`src/rtl/core/aelv_pkg.sv`:
```
// ----------------------------------------------------------------------------
// aelv_pkg
// Shared types and codes for the ACL entry list validator.
// ----------------------------------------------------------------------------
package aelv_pkg;

   localparam int unsigned TYPE_BITS       = 8;
   localparam int unsigned PERM_BITS       = 8;
   localparam int unsigned ENTRY_ID_BITS   = 32;
   localparam int unsigned STATUS_BITS     = 3;
   localparam int unsigned CNT_BITS        = 2;
   localparam int unsigned ID_BITS_DEFAULT = 32;

   // Entry kinds, low bits of the type code
   localparam logic [TYPE_BITS-1:0] KIND_USER_OBJ  = 8'd1;
   localparam logic [TYPE_BITS-1:0] KIND_USER      = 8'd2;
   localparam logic [TYPE_BITS-1:0] KIND_GROUP_OBJ = 8'd3;
   localparam logic [TYPE_BITS-1:0] KIND_GROUP     = 8'd4;
   localparam logic [TYPE_BITS-1:0] KIND_MASK      = 8'd5;
   localparam logic [TYPE_BITS-1:0] KIND_OTHER     = 8'd6;
   localparam logic [TYPE_BITS-1:0] TYPE_DEFAULT   = 8'h20;
   localparam logic [TYPE_BITS-1:0] KIND_KEEP_MASK = 8'hDF;

   localparam logic [PERM_BITS-1:0] PERM_MAX = 8'd7;

   // Status codes
   localparam logic [STATUS_BITS-1:0] ST_OK          = 3'd0;
   localparam logic [STATUS_BITS-1:0] ST_BAD_TYPE    = 3'd1;
   localparam logic [STATUS_BITS-1:0] ST_BAD_PERM    = 3'd2;
   localparam logic [STATUS_BITS-1:0] ST_DUPLICATE   = 3'd3;
   localparam logic [STATUS_BITS-1:0] ST_OBJ_COUNT   = 3'd4;
   localparam logic [STATUS_BITS-1:0] ST_MASK_MISS   = 3'd5;
   localparam logic [STATUS_BITS-1:0] ST_DEF_OBJECTS = 3'd6;
   localparam logic [STATUS_BITS-1:0] ST_DEF_MASK    = 3'd7;

   localparam logic [CNT_BITS-1:0] CNT_ONE = 2'd1;
   localparam logic [CNT_BITS-1:0] CNT_SAT = 2'd2;

   // Per-list tally, everything but the previous id
   typedef struct packed {
      logic [CNT_BITS-1:0]    cnt_user_obj;
      logic [CNT_BITS-1:0]    cnt_group_obj;
      logic [CNT_BITS-1:0]    cnt_other;
      logic [CNT_BITS-1:0]    cnt_mask;
      logic [CNT_BITS-1:0]    cnt_def_user_obj;
      logic [CNT_BITS-1:0]    cnt_def_group_obj;
      logic [CNT_BITS-1:0]    cnt_def_other;
      logic [CNT_BITS-1:0]    cnt_def_mask;
      logic                   seen_user;
      logic                   seen_group;
      logic                   seen_default;
      logic                   seen_def_user;
      logic                   seen_def_group;
      logic [TYPE_BITS-1:0]   prev_type;
      logic                   first_pending;
      logic [STATUS_BITS-1:0] error_code;
   } tally_type;

   localparam tally_type TALLY_RESET = '{
      cnt_user_obj:      '0,
      cnt_group_obj:     '0,
      cnt_other:         '0,
      cnt_mask:          '0,
      cnt_def_user_obj:  '0,
      cnt_def_group_obj: '0,
      cnt_def_other:     '0,
      cnt_def_mask:      '0,
      seen_user:         1'b0,
      seen_group:        1'b0,
      seen_default:      1'b0,
      seen_def_user:     1'b0,
      seen_def_group:    1'b0,
      prev_type:         '0,
      first_pending:     1'b1,
      error_code:        ST_OK
   };

   function automatic logic [CNT_BITS-1:0] bump(input logic [CNT_BITS-1:0] c);
      return (c >= CNT_SAT) ? CNT_SAT : c + CNT_ONE;
   endfunction

endpackage

```
`src/rtl/core/aelv_req_if.sv`:
```
// ----------------------------------------------------------------------------
// aelv_req_if
// Request channel: one ACL entry per request.
// ----------------------------------------------------------------------------
interface aelv_req_if;
   import aelv_pkg::*;

   logic                     valid;
   logic                     ready;
   logic [TYPE_BITS-1:0]     entry_type;
   logic [PERM_BITS-1:0]     entry_perm;
   logic [ENTRY_ID_BITS-1:0] entry_id;
   logic                     last_entry;

   modport source (output valid, entry_type, entry_perm, entry_id, last_entry,
                   input ready);
   modport sink   (input valid, entry_type, entry_perm, entry_id, last_entry,
                   output ready);
endinterface

```
`src/rtl/core/aelv_rsp_if.sv`:
```
// ----------------------------------------------------------------------------
// aelv_rsp_if
// Response channel: running status and final verdict.
// ----------------------------------------------------------------------------
interface aelv_rsp_if;
   import aelv_pkg::*;

   logic                   valid;
   logic                   ready;
   logic [STATUS_BITS-1:0] status;
   logic                   list_done;

   modport source (output valid, status, list_done, input ready);
   modport sink   (input valid, status, list_done, output ready);
endinterface

```
`src/rtl/core/acl_entry_list_validator.sv`:
```
// ----------------------------------------------------------------------------
// acl_entry_list_validator
// Streaming validity check of a POSIX-style ACL, one entry per request.
// ----------------------------------------------------------------------------
// Usage:
//   req carries one ACL entry per request (type, permission, id, last mark).
//   rsp returns exactly one response per request: the sticky first-error
//   code with list_done low, or on the last entry the final verdict for the
//   whole list with list_done high. The tally then clears for the next list.
//   A request passes through the input register, then the response register.
//   Throughput: one request per cycle while rsp does not stall; the per-entry
//   decode, counter update and one id compare sit between the input and
//   response registers.
//   Reset (synchronous, active high) empties both stages and sets the tally
//   to the start of a new list.
//   When rsp stalls, the response register holds; the input register still
//   takes one more request, then req.ready drops until rsp drains.
// ----------------------------------------------------------------------------
module acl_entry_list_validator #(
   parameter int unsigned ID_BITS = aelv_pkg::ID_BITS_DEFAULT
) (
   input  logic       clock,
   input  logic       reset,
   aelv_req_if.sink   req,
   aelv_rsp_if.source rsp
);
   import aelv_pkg::*;

   localparam int unsigned KEEP_BITS = (ID_BITS < ENTRY_ID_BITS) ? ID_BITS : ENTRY_ID_BITS;

   // Input stage
   logic                     s1_valid_ff, s1_valid_in;
   logic [TYPE_BITS-1:0]     s1_type_ff;
   logic [PERM_BITS-1:0]     s1_perm_ff;
   logic [ENTRY_ID_BITS-1:0] s1_id_ff;
   logic                     s1_last_ff;

   // List tally
   tally_type                tally_ff, tally_in;
   logic [KEEP_BITS-1:0]     prev_id_ff, prev_id_in;

   // Response stage
   logic                     rsp_valid_ff, rsp_valid_in;
   logic [STATUS_BITS-1:0]   rsp_status_ff, rsp_status_in;
   logic                     rsp_done_ff, rsp_done_in;

   logic                     advance;
   logic                     req_take;

   // Advance the input stage whenever the response register is free or draining
   assign advance  = s1_valid_ff && (!rsp_valid_ff || rsp.ready);
   assign req_take = req.valid && req.ready;
   assign req.ready = !s1_valid_ff || advance;

   aelv_entry_check #(
      .ID_BITS (ID_BITS)
   ) u_check (
      .tally      (tally_ff),
      .prev_id    (prev_id_ff),
      .entry_type (s1_type_ff),
      .entry_perm (s1_perm_ff),
      .entry_id   (s1_id_ff),
      .last_entry (s1_last_ff),
      .tally_next (tally_in),
      .id_kept    (prev_id_in),
      .status     (rsp_status_in),
      .list_done  (rsp_done_in)
   );

   // Hold the input stage unless it advances or a new request lands
   assign s1_valid_in  = req_take ? 1'b1 : (advance ? 1'b0 : s1_valid_ff);
   assign rsp_valid_in = advance ? 1'b1 : (rsp.ready ? 1'b0 : rsp_valid_ff);

   always_ff @(posedge clock) begin
      if (reset) begin
         s1_valid_ff  <= 1'b0;
         rsp_valid_ff <= 1'b0;
         tally_ff     <= TALLY_RESET;
         prev_id_ff   <= '0;
      end else begin
         s1_valid_ff  <= s1_valid_in;
         rsp_valid_ff <= rsp_valid_in;
         if (advance) begin
            tally_ff   <= tally_in;
            prev_id_ff <= prev_id_in;
         end
      end
   end

   always_ff @(posedge clock) begin
      if (req_take) begin
         s1_type_ff <= req.entry_type;
         s1_perm_ff <= req.entry_perm;
         s1_id_ff   <= req.entry_id;
         s1_last_ff <= req.last_entry;
      end
      if (advance) begin
         rsp_status_ff <= rsp_status_in;
         rsp_done_ff   <= rsp_done_in;
      end
   end

   assign rsp.valid     = rsp_valid_ff;
   assign rsp.status    = rsp_status_ff;
   assign rsp.list_done = rsp_done_ff;

endmodule

```
`src/rtl/core/aelv_entry_check.sv`:
```
// ----------------------------------------------------------------------------
// aelv_entry_check
// Per-entry checks, tally update and end-of-list verdict.
// ----------------------------------------------------------------------------
module aelv_entry_check #(
   parameter int unsigned ID_BITS = aelv_pkg::ID_BITS_DEFAULT
) (
   input  aelv_pkg::tally_type                    tally,
   input  logic [(ID_BITS < 32 ? ID_BITS : 32)-1:0] prev_id,
   input  logic [aelv_pkg::TYPE_BITS-1:0]         entry_type,
   input  logic [aelv_pkg::PERM_BITS-1:0]         entry_perm,
   input  logic [aelv_pkg::ENTRY_ID_BITS-1:0]     entry_id,
   input  logic                                   last_entry,
   output aelv_pkg::tally_type                    tally_next,
   output logic [(ID_BITS < 32 ? ID_BITS : 32)-1:0] id_kept,
   output logic [aelv_pkg::STATUS_BITS-1:0]       status,
   output logic                                   list_done
);
   import aelv_pkg::*;

   localparam int unsigned KEEP_BITS = (ID_BITS < ENTRY_ID_BITS) ? ID_BITS : ENTRY_ID_BITS;

   logic [TYPE_BITS-1:0]   kind;
   logic                   is_def;
   logic                   known;
   logic [STATUS_BITS-1:0] entry_err;
   logic [STATUS_BITS-1:0] verdict;
   tally_type              upd;

   assign id_kept = entry_id[KEEP_BITS-1:0];
   assign kind    = entry_type & KIND_KEEP_MASK;
   assign is_def  = |(entry_type & TYPE_DEFAULT);
   assign known   = (kind >= KIND_USER_OBJ) && (kind <= KIND_OTHER);

   // Type first, then permission, then duplicate of previous entry
   always_comb begin
      if (!known) begin
         entry_err = ST_BAD_TYPE;
      end else if (entry_perm > PERM_MAX) begin
         entry_err = ST_BAD_PERM;
      end else if (!tally.first_pending && (entry_type == tally.prev_type) &&
                   (id_kept == prev_id)) begin
         entry_err = ST_DUPLICATE;
      end else begin
         entry_err = ST_OK;
      end
   end

   always_comb begin
      upd = tally;
      if (known) begin
         if (is_def) begin
            upd.seen_default = 1'b1;
         end
         case (kind)
            KIND_USER_OBJ: begin
               if (is_def) upd.cnt_def_user_obj = bump(tally.cnt_def_user_obj);
               else        upd.cnt_user_obj     = bump(tally.cnt_user_obj);
            end
            KIND_USER: begin
               if (is_def) upd.seen_def_user = 1'b1;
               else        upd.seen_user     = 1'b1;
            end
            KIND_GROUP_OBJ: begin
               if (is_def) upd.cnt_def_group_obj = bump(tally.cnt_def_group_obj);
               else        upd.cnt_group_obj     = bump(tally.cnt_group_obj);
            end
            KIND_GROUP: begin
               if (is_def) upd.seen_def_group = 1'b1;
               else        upd.seen_group     = 1'b1;
            end
            KIND_MASK: begin
               if (is_def) upd.cnt_def_mask = bump(tally.cnt_def_mask);
               else        upd.cnt_mask     = bump(tally.cnt_mask);
            end
            default: begin
               if (is_def) upd.cnt_def_other = bump(tally.cnt_def_other);
               else        upd.cnt_other     = bump(tally.cnt_other);
            end
         endcase
      end
      upd.prev_type     = entry_type;
      upd.first_pending = 1'b0;
      if (tally.error_code == ST_OK) begin
         upd.error_code = entry_err;
      end
   end

   // Cardinality rules on the updated tally
   always_comb begin
      if (upd.error_code != ST_OK) begin
         verdict = upd.error_code;
      end else if (upd.cnt_user_obj != CNT_ONE || upd.cnt_group_obj != CNT_ONE ||
                   upd.cnt_other != CNT_ONE) begin
         verdict = ST_OBJ_COUNT;
      end else if ((upd.seen_user || upd.seen_group) && upd.cnt_mask != CNT_ONE) begin
         verdict = ST_MASK_MISS;
      end else if (upd.seen_default &&
                   (upd.cnt_def_user_obj != CNT_ONE || upd.cnt_def_group_obj != CNT_ONE ||
                    upd.cnt_def_other != CNT_ONE)) begin
         verdict = ST_DEF_OBJECTS;
      end else if ((upd.seen_def_user || upd.seen_def_group) &&
                   upd.cnt_def_mask != CNT_ONE) begin
         verdict = ST_DEF_MASK;
      end else begin
         verdict = ST_OK;
      end
   end

   assign tally_next = last_entry ? TALLY_RESET : upd;
   assign status     = last_entry ? verdict : upd.error_code;
   assign list_done  = last_entry;

endmodule
```
`src/flat_wrapper.sv`:
```
// flat-port wrapper written by rule: the top's interface ports become plain ports
module acl_entry_list_validator_flat import aelv_pkg::*;
#(
   parameter int unsigned ID_BITS = aelv_pkg::ID_BITS_DEFAULT
)
  (clock, reset, req_valid, req_entry_type, req_entry_perm, req_entry_id, req_last_entry, req_ready, rsp_valid, rsp_status, rsp_list_done, rsp_ready);
  aelv_req_if req_i ();
  aelv_rsp_if rsp_i ();
  input  logic clock;
  input  logic reset;
  input wire logic [$bits(req_i.valid)-1:0] req_valid;
  input wire logic [$bits(req_i.entry_type)-1:0] req_entry_type;
  input wire logic [$bits(req_i.entry_perm)-1:0] req_entry_perm;
  input wire logic [$bits(req_i.entry_id)-1:0] req_entry_id;
  input wire logic [$bits(req_i.last_entry)-1:0] req_last_entry;
  output wire logic [$bits(req_i.ready)-1:0] req_ready;
  output wire logic [$bits(rsp_i.valid)-1:0] rsp_valid;
  output wire logic [$bits(rsp_i.status)-1:0] rsp_status;
  output wire logic [$bits(rsp_i.list_done)-1:0] rsp_list_done;
  input wire logic [$bits(rsp_i.ready)-1:0] rsp_ready;
  assign req_i.valid = req_valid;
  assign req_i.entry_type = req_entry_type;
  assign req_i.entry_perm = req_entry_perm;
  assign req_i.entry_id = req_entry_id;
  assign req_i.last_entry = req_last_entry;
  assign req_ready = req_i.ready;
  assign rsp_valid = rsp_i.valid;
  assign rsp_status = rsp_i.status;
  assign rsp_list_done = rsp_i.list_done;
  assign rsp_i.ready = rsp_ready;
  acl_entry_list_validator #(.ID_BITS(ID_BITS)) u_core (.clock(clock), .reset(reset), .req(req_i), .rsp(rsp_i));
endmodule
```
`config.mk`:
```
export PLATFORM = sky130hd
export DESIGN_NAME = acl_entry_list_validator_flat
export DESIGN_NICKNAME = d
export VERILOG_FILES = /design/src/rtl/core/aelv_pkg.sv /design/src/rtl/core/aelv_req_if.sv /design/src/rtl/core/aelv_rsp_if.sv /design/src/rtl/core/acl_entry_list_validator.sv /design/src/rtl/core/aelv_entry_check.sv /design/src/flat_wrapper.sv
export SDC_FILE = /design/constraint.sdc
export NUM_CORES = 1
export LEC_CHECK = 0
export ABC_AREA = 1
export BUFFER_PORTS_ARGS = -buffer_cell sky130_fd_sc_hd__buf_2
export CORE_UTILIZATION = 53
export CTS_CLUSTER_SIZE = 12
export DETAILED_ROUTE_END_ITERATION = 10
export HOLD_SLACK_MARGIN = 0.06
export MAX_ROUTING_LAYER = met4
export PLACE_DENSITY = 0.85
export SYNTH_ARGS = -nofsm -noshare
export SYNTH_HDL_FRONTEND = slang
export SYNTH_SLANG_ARGS = --single-unit
```
`constraint.sdc`:
```
create_clock -name clock -period 2 [get_ports clock]
set_clock_uncertainty 0.1 [all_clocks]
set_input_delay 0.5 -clock clock [delete_from_list [all_inputs] [get_ports clock]]
set_output_delay 0.5 -clock clock [all_outputs]
set_load 0.01 [all_outputs]
```
======== Word-level counts from Yosys, hierarchy flattened ========
Cells that the tools add are included.
operators by class
  reduce and logical (&&, ||, !) cells .... 24
  equal/unequal tests ..................... 15
  muxes and demuxes ....................... 49
  $lt $le $gt $ge ......................... 11
  $add $sub $neg .......................... 8
operator list
  kind                                                                                 number
  2-bit 2-to-1 mux                                                                     25
  33-bit 2-to-1 mux                                                                    1
  32-bit equality test                                                                 1
  3-bit 2-to-1 mux                                                                     9
  21-bit 2-to-1 mux                                                                    1
  2-bit by 1-bit adder with 2-bit output, second input constant                        8
  2-bit greater-or-equal comparator, second input constant                             8
  2-bit by 1-bit inequality test with 1-bit output, second input constant              8
  7-bit by 2-bit equality test with 1-bit output, second input constant                2
  7-bit by 3-bit equality test with 1-bit output, second input constant                2
  1-bit 2-to-1 mux                                                                     13
  8-bit equality test                                                                  1
  8-bit by 1-bit greater-or-equal comparator with 1-bit output, second input constant  1
  8-bit by 3-bit > comparator with 1-bit output, second input constant                 1
  8-bit by 3-bit less-or-equal comparator with 1-bit output, second input constant     1
  1-bit logical AND                                                                    8
  1-bit logical OR                                                                     8
  7-bit by 1-bit equality test with 1-bit output, second input constant                1
  5-bit OR reduction                                                                   1
  2-bit nonzero test                                                                   2
  1-bit zero test                                                                      3
  3-bit zero test                                                                      1
  3-bit nonzero test                                                                   1
storage, ports and cells
  input bits .............................. 53
  bits in registers ....................... 120
  output and inout port bits .............. 6
  word-level logic and storage cells ...... 132

======== Depth between registers and ports, before layout ========
  word-level depth ........................ 14
  depth in mapped cells ................... 16
  depth with buffers taken out ............ 15

======== By module ========
Synthesis repeated with hierarchy kept, for this count alone.
unflattened totals
  cell total of the unflattened synthesis .. 892
  area total of the unflattened synthesis .. 6512.5 um2
by module, submodules not included
  module                    times used  area an instance (um2)  cells an instance
  acl_entry_list_validator  1           4551.9                  490
  aelv_entry_check          1           1960.6                  402

======== Worst setup path before layout ========
OpenSTA, ideal clock, no wires.
  kind .................................... input -> register
  start ................................... input rsp_ready
  end ..................................... register u_core.s1_id_ff[0] (enable)
  arrival ................................. 1672 ps
  stages .................................. 4
  path slack .............................. -173 ps
  buffers on the path ..................... 0
  cell sequence ........................... inv_1 > nand3_1 > nand2_1 > inv_1
on the way
  word-level cells in the longest chain between the ends .. 4
ends and longest elaborated chain
  item                    RTL line                        text
  start: declaration      flat_wrapper.sv:20              input wire logic [$bits(rsp_i.ready)-1:0] rsp_ready;
  1-bit logical OR        acl_entry_list_validator.sv:51  assign advance = s1_valid_ff && (!rsp_valid_ff || rsp.ready);
  1-bit logical AND       acl_entry_list_validator.sv:51
  1-bit logical OR        acl_entry_list_validator.sv:53  assign req.ready = !s1_valid_ff || advance;
  via req_ready           flat_wrapper.sv:16              output wire logic [$bits(req_i.ready)-1:0] req_ready;
  1-bit logical AND       acl_entry_list_validator.sv:52  assign req_take = req.valid && req.ready;
  via u_core.req_take     acl_entry_list_validator.sv:48  logic req_take;
  end signal: assignment  acl_entry_list_validator.sv:94  s1_id_ff <= req.entry_id;
  end: declaration        acl_entry_list_validator.sv:35  logic [ENTRY_ID_BITS-1:0] s1_id_ff;
The timed path passes the listed nets, and every way through them passes these cells.
A chain may end at the register's enable or synchronous reset.

======== Worst setup path in the final report ========
  start ................................... register u_core.s1_type_ff[3]
  end ..................................... register u_core.rsp_status_ff[1], in the netlist u_core.rsp.status[1] (data pin)
on the way
  word-level cells in the longest chain between the ends .. 12
  elaborated cells on any way between the ends .. 53
  classes of those cells .................. order compare (2); eq/ne (14); mux (23); reduce/logical (14)
ends and longest elaborated chain
  item                                                                                          RTL line                                         text
  start: declaration                                                                            acl_entry_list_validator.sv:33                   logic [TYPE_BITS-1:0] s1_type_ff;
  start signal: assignment                                                                      acl_entry_list_validator.sv:92                   s1_type_ff <= req.entry_type;
  8-bit by 1-bit greater-or-equal comparator with 1-bit output (tied with other cells)          aelv_entry_check.sv:33                           assign known = (kind >= KIND_USER_OBJ) && (kind <= KIND_OTHER);
  1-bit logical AND (tied with other cells)                                                     aelv_entry_check.sv:33
  21-bit 2-to-1 mux / 2-bit 2-to-1 mux (equally long branches)                                  aelv_entry_check.sv:51, aelv_entry_check.sv:55
  2-bit by 1-bit inequality test with 1-bit output / 21-bit 2-to-1 mux (equally long branches)  aelv_entry_check.sv:99, aelv_entry_check.sv:51
  1-bit logical OR / 2-bit by 1-bit inequality test with 1-bit output (equally long branches)   aelv_entry_check.sv:99, aelv_entry_check.sv:100
  1-bit logical OR                                                                              aelv_entry_check.sv:99                           (upd.cnt_def_user_obj != CNT_ONE || upd.cnt_def_group_obj != CNT_ONE ||
  1-bit logical AND                                                                             aelv_entry_check.sv:98                           end else if (upd.seen_default &&
  3-bit 2-to-1 mux                                                                              aelv_entry_check.sv:98
  3-bit 2-to-1 mux                                                                              aelv_entry_check.sv:96                           end else if ((upd.seen_user || upd.seen_group) && upd.cnt_mask != CNT_ONE) begin
  3-bit 2-to-1 mux                                                                              aelv_entry_check.sv:93                           end else if (upd.cnt_user_obj != CNT_ONE || upd.cnt_group_obj != CNT_ONE ||
  3-bit 2-to-1 mux                                                                              aelv_entry_check.sv:91                           if (upd.error_code != ST_OK) begin
  3-bit 2-to-1 mux (*)                                                                          aelv_entry_check.sv:111                          assign status = last_entry ? verdict : upd.error_code;
  via u_core.rsp_status_in[1]                                                                   acl_entry_list_validator.sv:44                   logic [STATUS_BITS-1:0] rsp_status_ff, rsp_status_in;
  end signal: assignment                                                                        acl_entry_list_validator.sv:98                   rsp_status_ff <= rsp_status_in;
  end: declaration                                                                              acl_entry_list_validator.sv:44
Mark *: on every way through the listed nets, which the timed path passes. The rest lies on a longest branch.

==> flow_results.org <==
** Layout
- Cell Count, Final, Fillers Out :: ~950
- Filler cell count in the final layout :: ~660
- The area growth from synthesis to layout is 31.7%.
- Count of inserted antenna diode cells :: 0
- Area used by multi-input combinational logic :: approximately 2200 um^2
- The net count of the finished layout is 854.
- The sequential cells in the finished layout cover a total of between 2000 and 3000 um^2.
- Proportion of layout cells with a drive suffix above 1 :: 22.0%

** Worst setup path
- Across all register-to-register paths, the minimum setup slack is -0.14 ns.
- Crit Path Category :: register to register
- STA puts the critical path data required time at about 2.2 ns.
- STA classifies the critical path endpoint as a register.
- In this run the critical register-to-register path is captured at u_core.rsp.status[1]$_DFFE_PP_.
- Of all nets on the critical path, the largest fanout is 5.
- Worst R2R Start :: u_core.s1_type_ff[3]$_DFFE_PP_
- Sort of element at the start of the critical path :: register
- Measured in cells, the most critical reg-to-reg path has a length of 10.
- Arr. time, crit path :: 2.33 ns

** Drt
- Using the TritonRoute via totals, the vias-per-cell ratio works out to 5.43.
- For this block, the via count after detailed routing is 5143.
- The detail route stage leaves a number of antenna-violating nets equal to 0.
- Remaining design rule violation count :: 0
- Post-detailed-routing wire length :: 14100 um
- Average routed wire per standard cell :: 14.9 um
- For this run, the detailed router's first-pass iteration total came to 5.
- Initial drt markers :: 426

** Timing
- Dividing the final minimum period by the clock period gives 107%.
- Final Critical Period :: about 2.1 ns
- In the final timing run, aggregate negative setup slack is -0.320 ns.
- Post-route worst setup slack :: -0.142 ns
- At the pin with the least slew margin, the transition time is just over 0.5 ns.
- The final max-slew violation count came to 0.
- Headroom to the max-slew limit came out at 66.0%.
- Derived from the worst setup path, the maximum achievable clock frequency is about 470 MHz.
- The tightest hold path in the finished design has a slack of 0.200 ns.
- Final setup violation count :: 3
- RSZ-0062 raised after global routing :: yes
- The number of hold violations in the final report is 0.

** Floorplanning
- Number of top-level pins :: 59
- For this configuration, the core starts out at a cell density of 54.9%.
- The die is 103 um wide.
- DIE HEIGHT :: 103 um
- Number of cell rows :: 36
- In this run the standard cell core region covers 9820 um^2.
- Floorplan die area :: 10600 um^2

** Power and ir drop
- Dividing total power by cell area gives a power density of 874 nW/um^2.
- Post-layout total power :: 6210 uW
- IR Drop Worst-Case VDD :: 1.28 mV
- The analysis attributes to cell leakage a power of 0.00302 uW.

** CTS
- After clock tree synthesis, the clock-pin slew on the worst setup and hold paths is 0.06 ns.
- TritonCTS built the clock tree.
- In this run the deepest clock path goes through 2 buffers.
- Counting every sink on the clock net gives 117.
- Root buffer cell :: clkbuf_8
- CTS built an H-tree with a depth of 4.
- For the worst-skew pair, the clock arrives at the later sink with an insertion delay of 0.54 ns.
- Clock tree synthesis inserted a total of 17 buffers.

** Place
- Final HPWL DP :: 7880 um
- PortBufs :: 55
- Counting tap cells, the placed design contains a total of 856 instances.
- Prior to clock tree synthesis, the placed netlist has a worst setup slack of -0.0345 ns.
- Final weighted congestion in routability-driven placement :: 0.878

** Synth
- In this run, distinct cell masters in the synthesized netlist total 35.
- In this run the mean area of a mapped cell was 7.99 um^2.
- Total of warnings raised by yosys :: 0
- Counting every net in the synthesized netlist gives between 700 and 800.
- Post-synthesis instance total :: 675
- Sequential cells were found to cover 52.7% of the synthesized design area.
- The synthesized netlist occupies a cell area of between 5000 and 6000 um^2.
- After synthesis the netlist holds a flip-flop and latch count of 117.

** Worst hold path
- Kind of path behind the tightest hold check :: input port to register
- Launch instance of the worst min-delay path :: req_valid
- Along the worst hold path, the cell count comes to 3.
- For hold timing, the worst endpoint is u_core.s1_valid_ff$_SDFFE_PP0P_.

** GRT
- Entering global routing, the biggest net connects 56 pins.
- Overall fraction of global-route tracks in use :: 29.2%
- Number of global-route vias before repair :: 5083
- Total grt overflow :: 0
- Antenna violations before repair :: 0
- Wire length of the first global-routing pass :: 22400 um

** Run status
- The checks that failed: negative setup slack.
- Result of the run :: complete, but fails checks

** Flow run
- Max-cap violations in this run came to 0.
-- cell type report --
class                           instances  area share (%)
Sequential cell                       117            40.1
Multi-Input combinational cell        447            31.0
Timing Repair Buffer                  127            13.6
Clock buffer                           19            6.38
Inverter                               91            4.90
Tap cell                              133            2.34
Clock inverter                         13            1.73
-- how the worst max path moves through the flow --
stage                                   start                        endpoint  slack (ns)  cells after the start
2_1_floorplan                       rsp_ready    u_core.s1_id_ff[0]$_DFFE_PP_        0.02                      4
3_3_place_gp   u_core.s1_type_ff[7]$_DFFE_PP_  u_core.rsp.status[0]$_DFFE_PP_        0.02                     10
3_5_place_dp   u_core.s1_type_ff[0]$_DFFE_PP_  u_core.rsp.status[2]$_DFFE_PP_       -0.03                     12
4_1_cts        u_core.s1_type_ff[6]$_DFFE_PP_  u_core.rsp.status[1]$_DFFE_PP_       -0.05                     11
5_1_grt        u_core.s1_type_ff[3]$_DFFE_PP_  u_core.rsp.status[2]$_DFFE_PP_       -0.20                     12
6_report       u_core.s1_type_ff[3]$_DFFE_PP_  u_core.rsp.status[1]$_DFFE_PP_       -0.14                     10
-- flip-flops by register name, indices dropped and copies added, names as in the netlist --
name and flops:
u_core.rsp.valid 1, u_core.prev_id_ff 32, u_core.rsp.list_done 1, u_core.s1_type_ff 8, u_core.s1_id_ff 32, u_core.rsp.status 3
u_core.s1_valid_ff 1, u_core.s1_last_ff 1, u_core.s1_perm_ff 5, u_core.tally_ff 33
-- synth_stat cells, drive strengths merged --
| master | instances | area (um^2) |
|---|---|---|
| buf | 6 | 38.8 |
| nand4 | 7 | 43.8 |
| edfxtp | 50 | 1500 |
| dfxtp | 67 | 1340 |
| xor2 | 1 | 8.76 |
| nor3b | 1 | 7.51 |
| nor2 | 100 | 418 |
| nand2 | 181 | 727 |
| nand3b | 1 | 7.51 |
| nor3 | 6 | 41.3 |
| a21oi | 49 | 245 |
| nand3 | 19 | 110 |
| clkbuf | 14 | 52.6 |
| o21ai | 60 | 308 |
| or2 | 1 | 6.26 |
| a31oi | 2 | 12.5 |
| o41ai | 1 | 8.76 |
| o21bai | 3 | 37.5 |
| xnor2 | 14 | 123 |
| o211ai | 1 | 7.51 |
| inv | 91 | 344 |
-- layout by cell type (no fill, tap or decap), types with 3 or more instances in the layout --
cell             n
buf_2           55
clkinvlp_4       5
nand3_2          6
clkinv_4         4
edfxtp_1        50
dlygate4sd3_1   46
inv_1           76
nand2_4          5
o21ai_2          5
nor3_1           4
buf_4           22
nand2_1        160
nand2_2         16
o21ai_1          3
clkbuf_16       17
nand4_1          7
nor2_1          86
a21oi_1         49
nand3_1         13
nor2_2           7
xnor2_1         14
dfxtp_1         67
nor2_4           7
o21ai_0         52
inv_2           13
-- stage by stage --
stage	util, %	cell area (um^2)
finish	72.3	7100
global route	72.3	7100
CTS	71.1	6990
detailed placement	59.8	5870
global placement	59.8	5870
floorplan	-	5400
-- critical path, cell delays in order, from the launching register on --
cell and delay [ns]:
edfxtp_1 0.48, inv_2 0.16, nand2_4 0.09, nor3_4 0.31
nand3_1 0.22, nand3_2 0.16, nand2_2 0.07, inv_2 0.09
nor2_4 0.04, nand4_1 0.11, nand2_1 0.07
-- layer usage --
metal	wire [um]	up-vias	track usage (%)
li1	-	2412	-
met5	0	-	-
met3	1010	59	9.15
met2	7210	238	48.8
met4	551	0	15.9
met1	5350	2434	30.8
-- cells by family after synthesis --
family / count (synthesis) / share of synthesized area [%]
xor gates and xnor gates: 15 / 2.44
DFF: 117 / 52.7
and+or+nand+nor: 316 / 25.3
buffers and inverters: 111 / 8.08
AOI/OAI and AO/OA: 116 / 11.5
-- power breakdown --
part / total, uW / switching [uW] / internal, uW
sequential: 2700 / 86.6 / 2620
clock: 2910 / 1140 / 1760
combinational: 594 / 337 / 257
-- timing repair --
action | in CTS | in global routing
gates resized for setup | 9 | 25
pin swaps | 14 | 17
hold buffers | 46 | 0
setup buffers | 8 | 5
endpoints found under the hold margin | 46 | 0
endpoints found under the setup margin | 3 | 3
cloned | 0 | 0
Power figures use the tool's default switching activity.
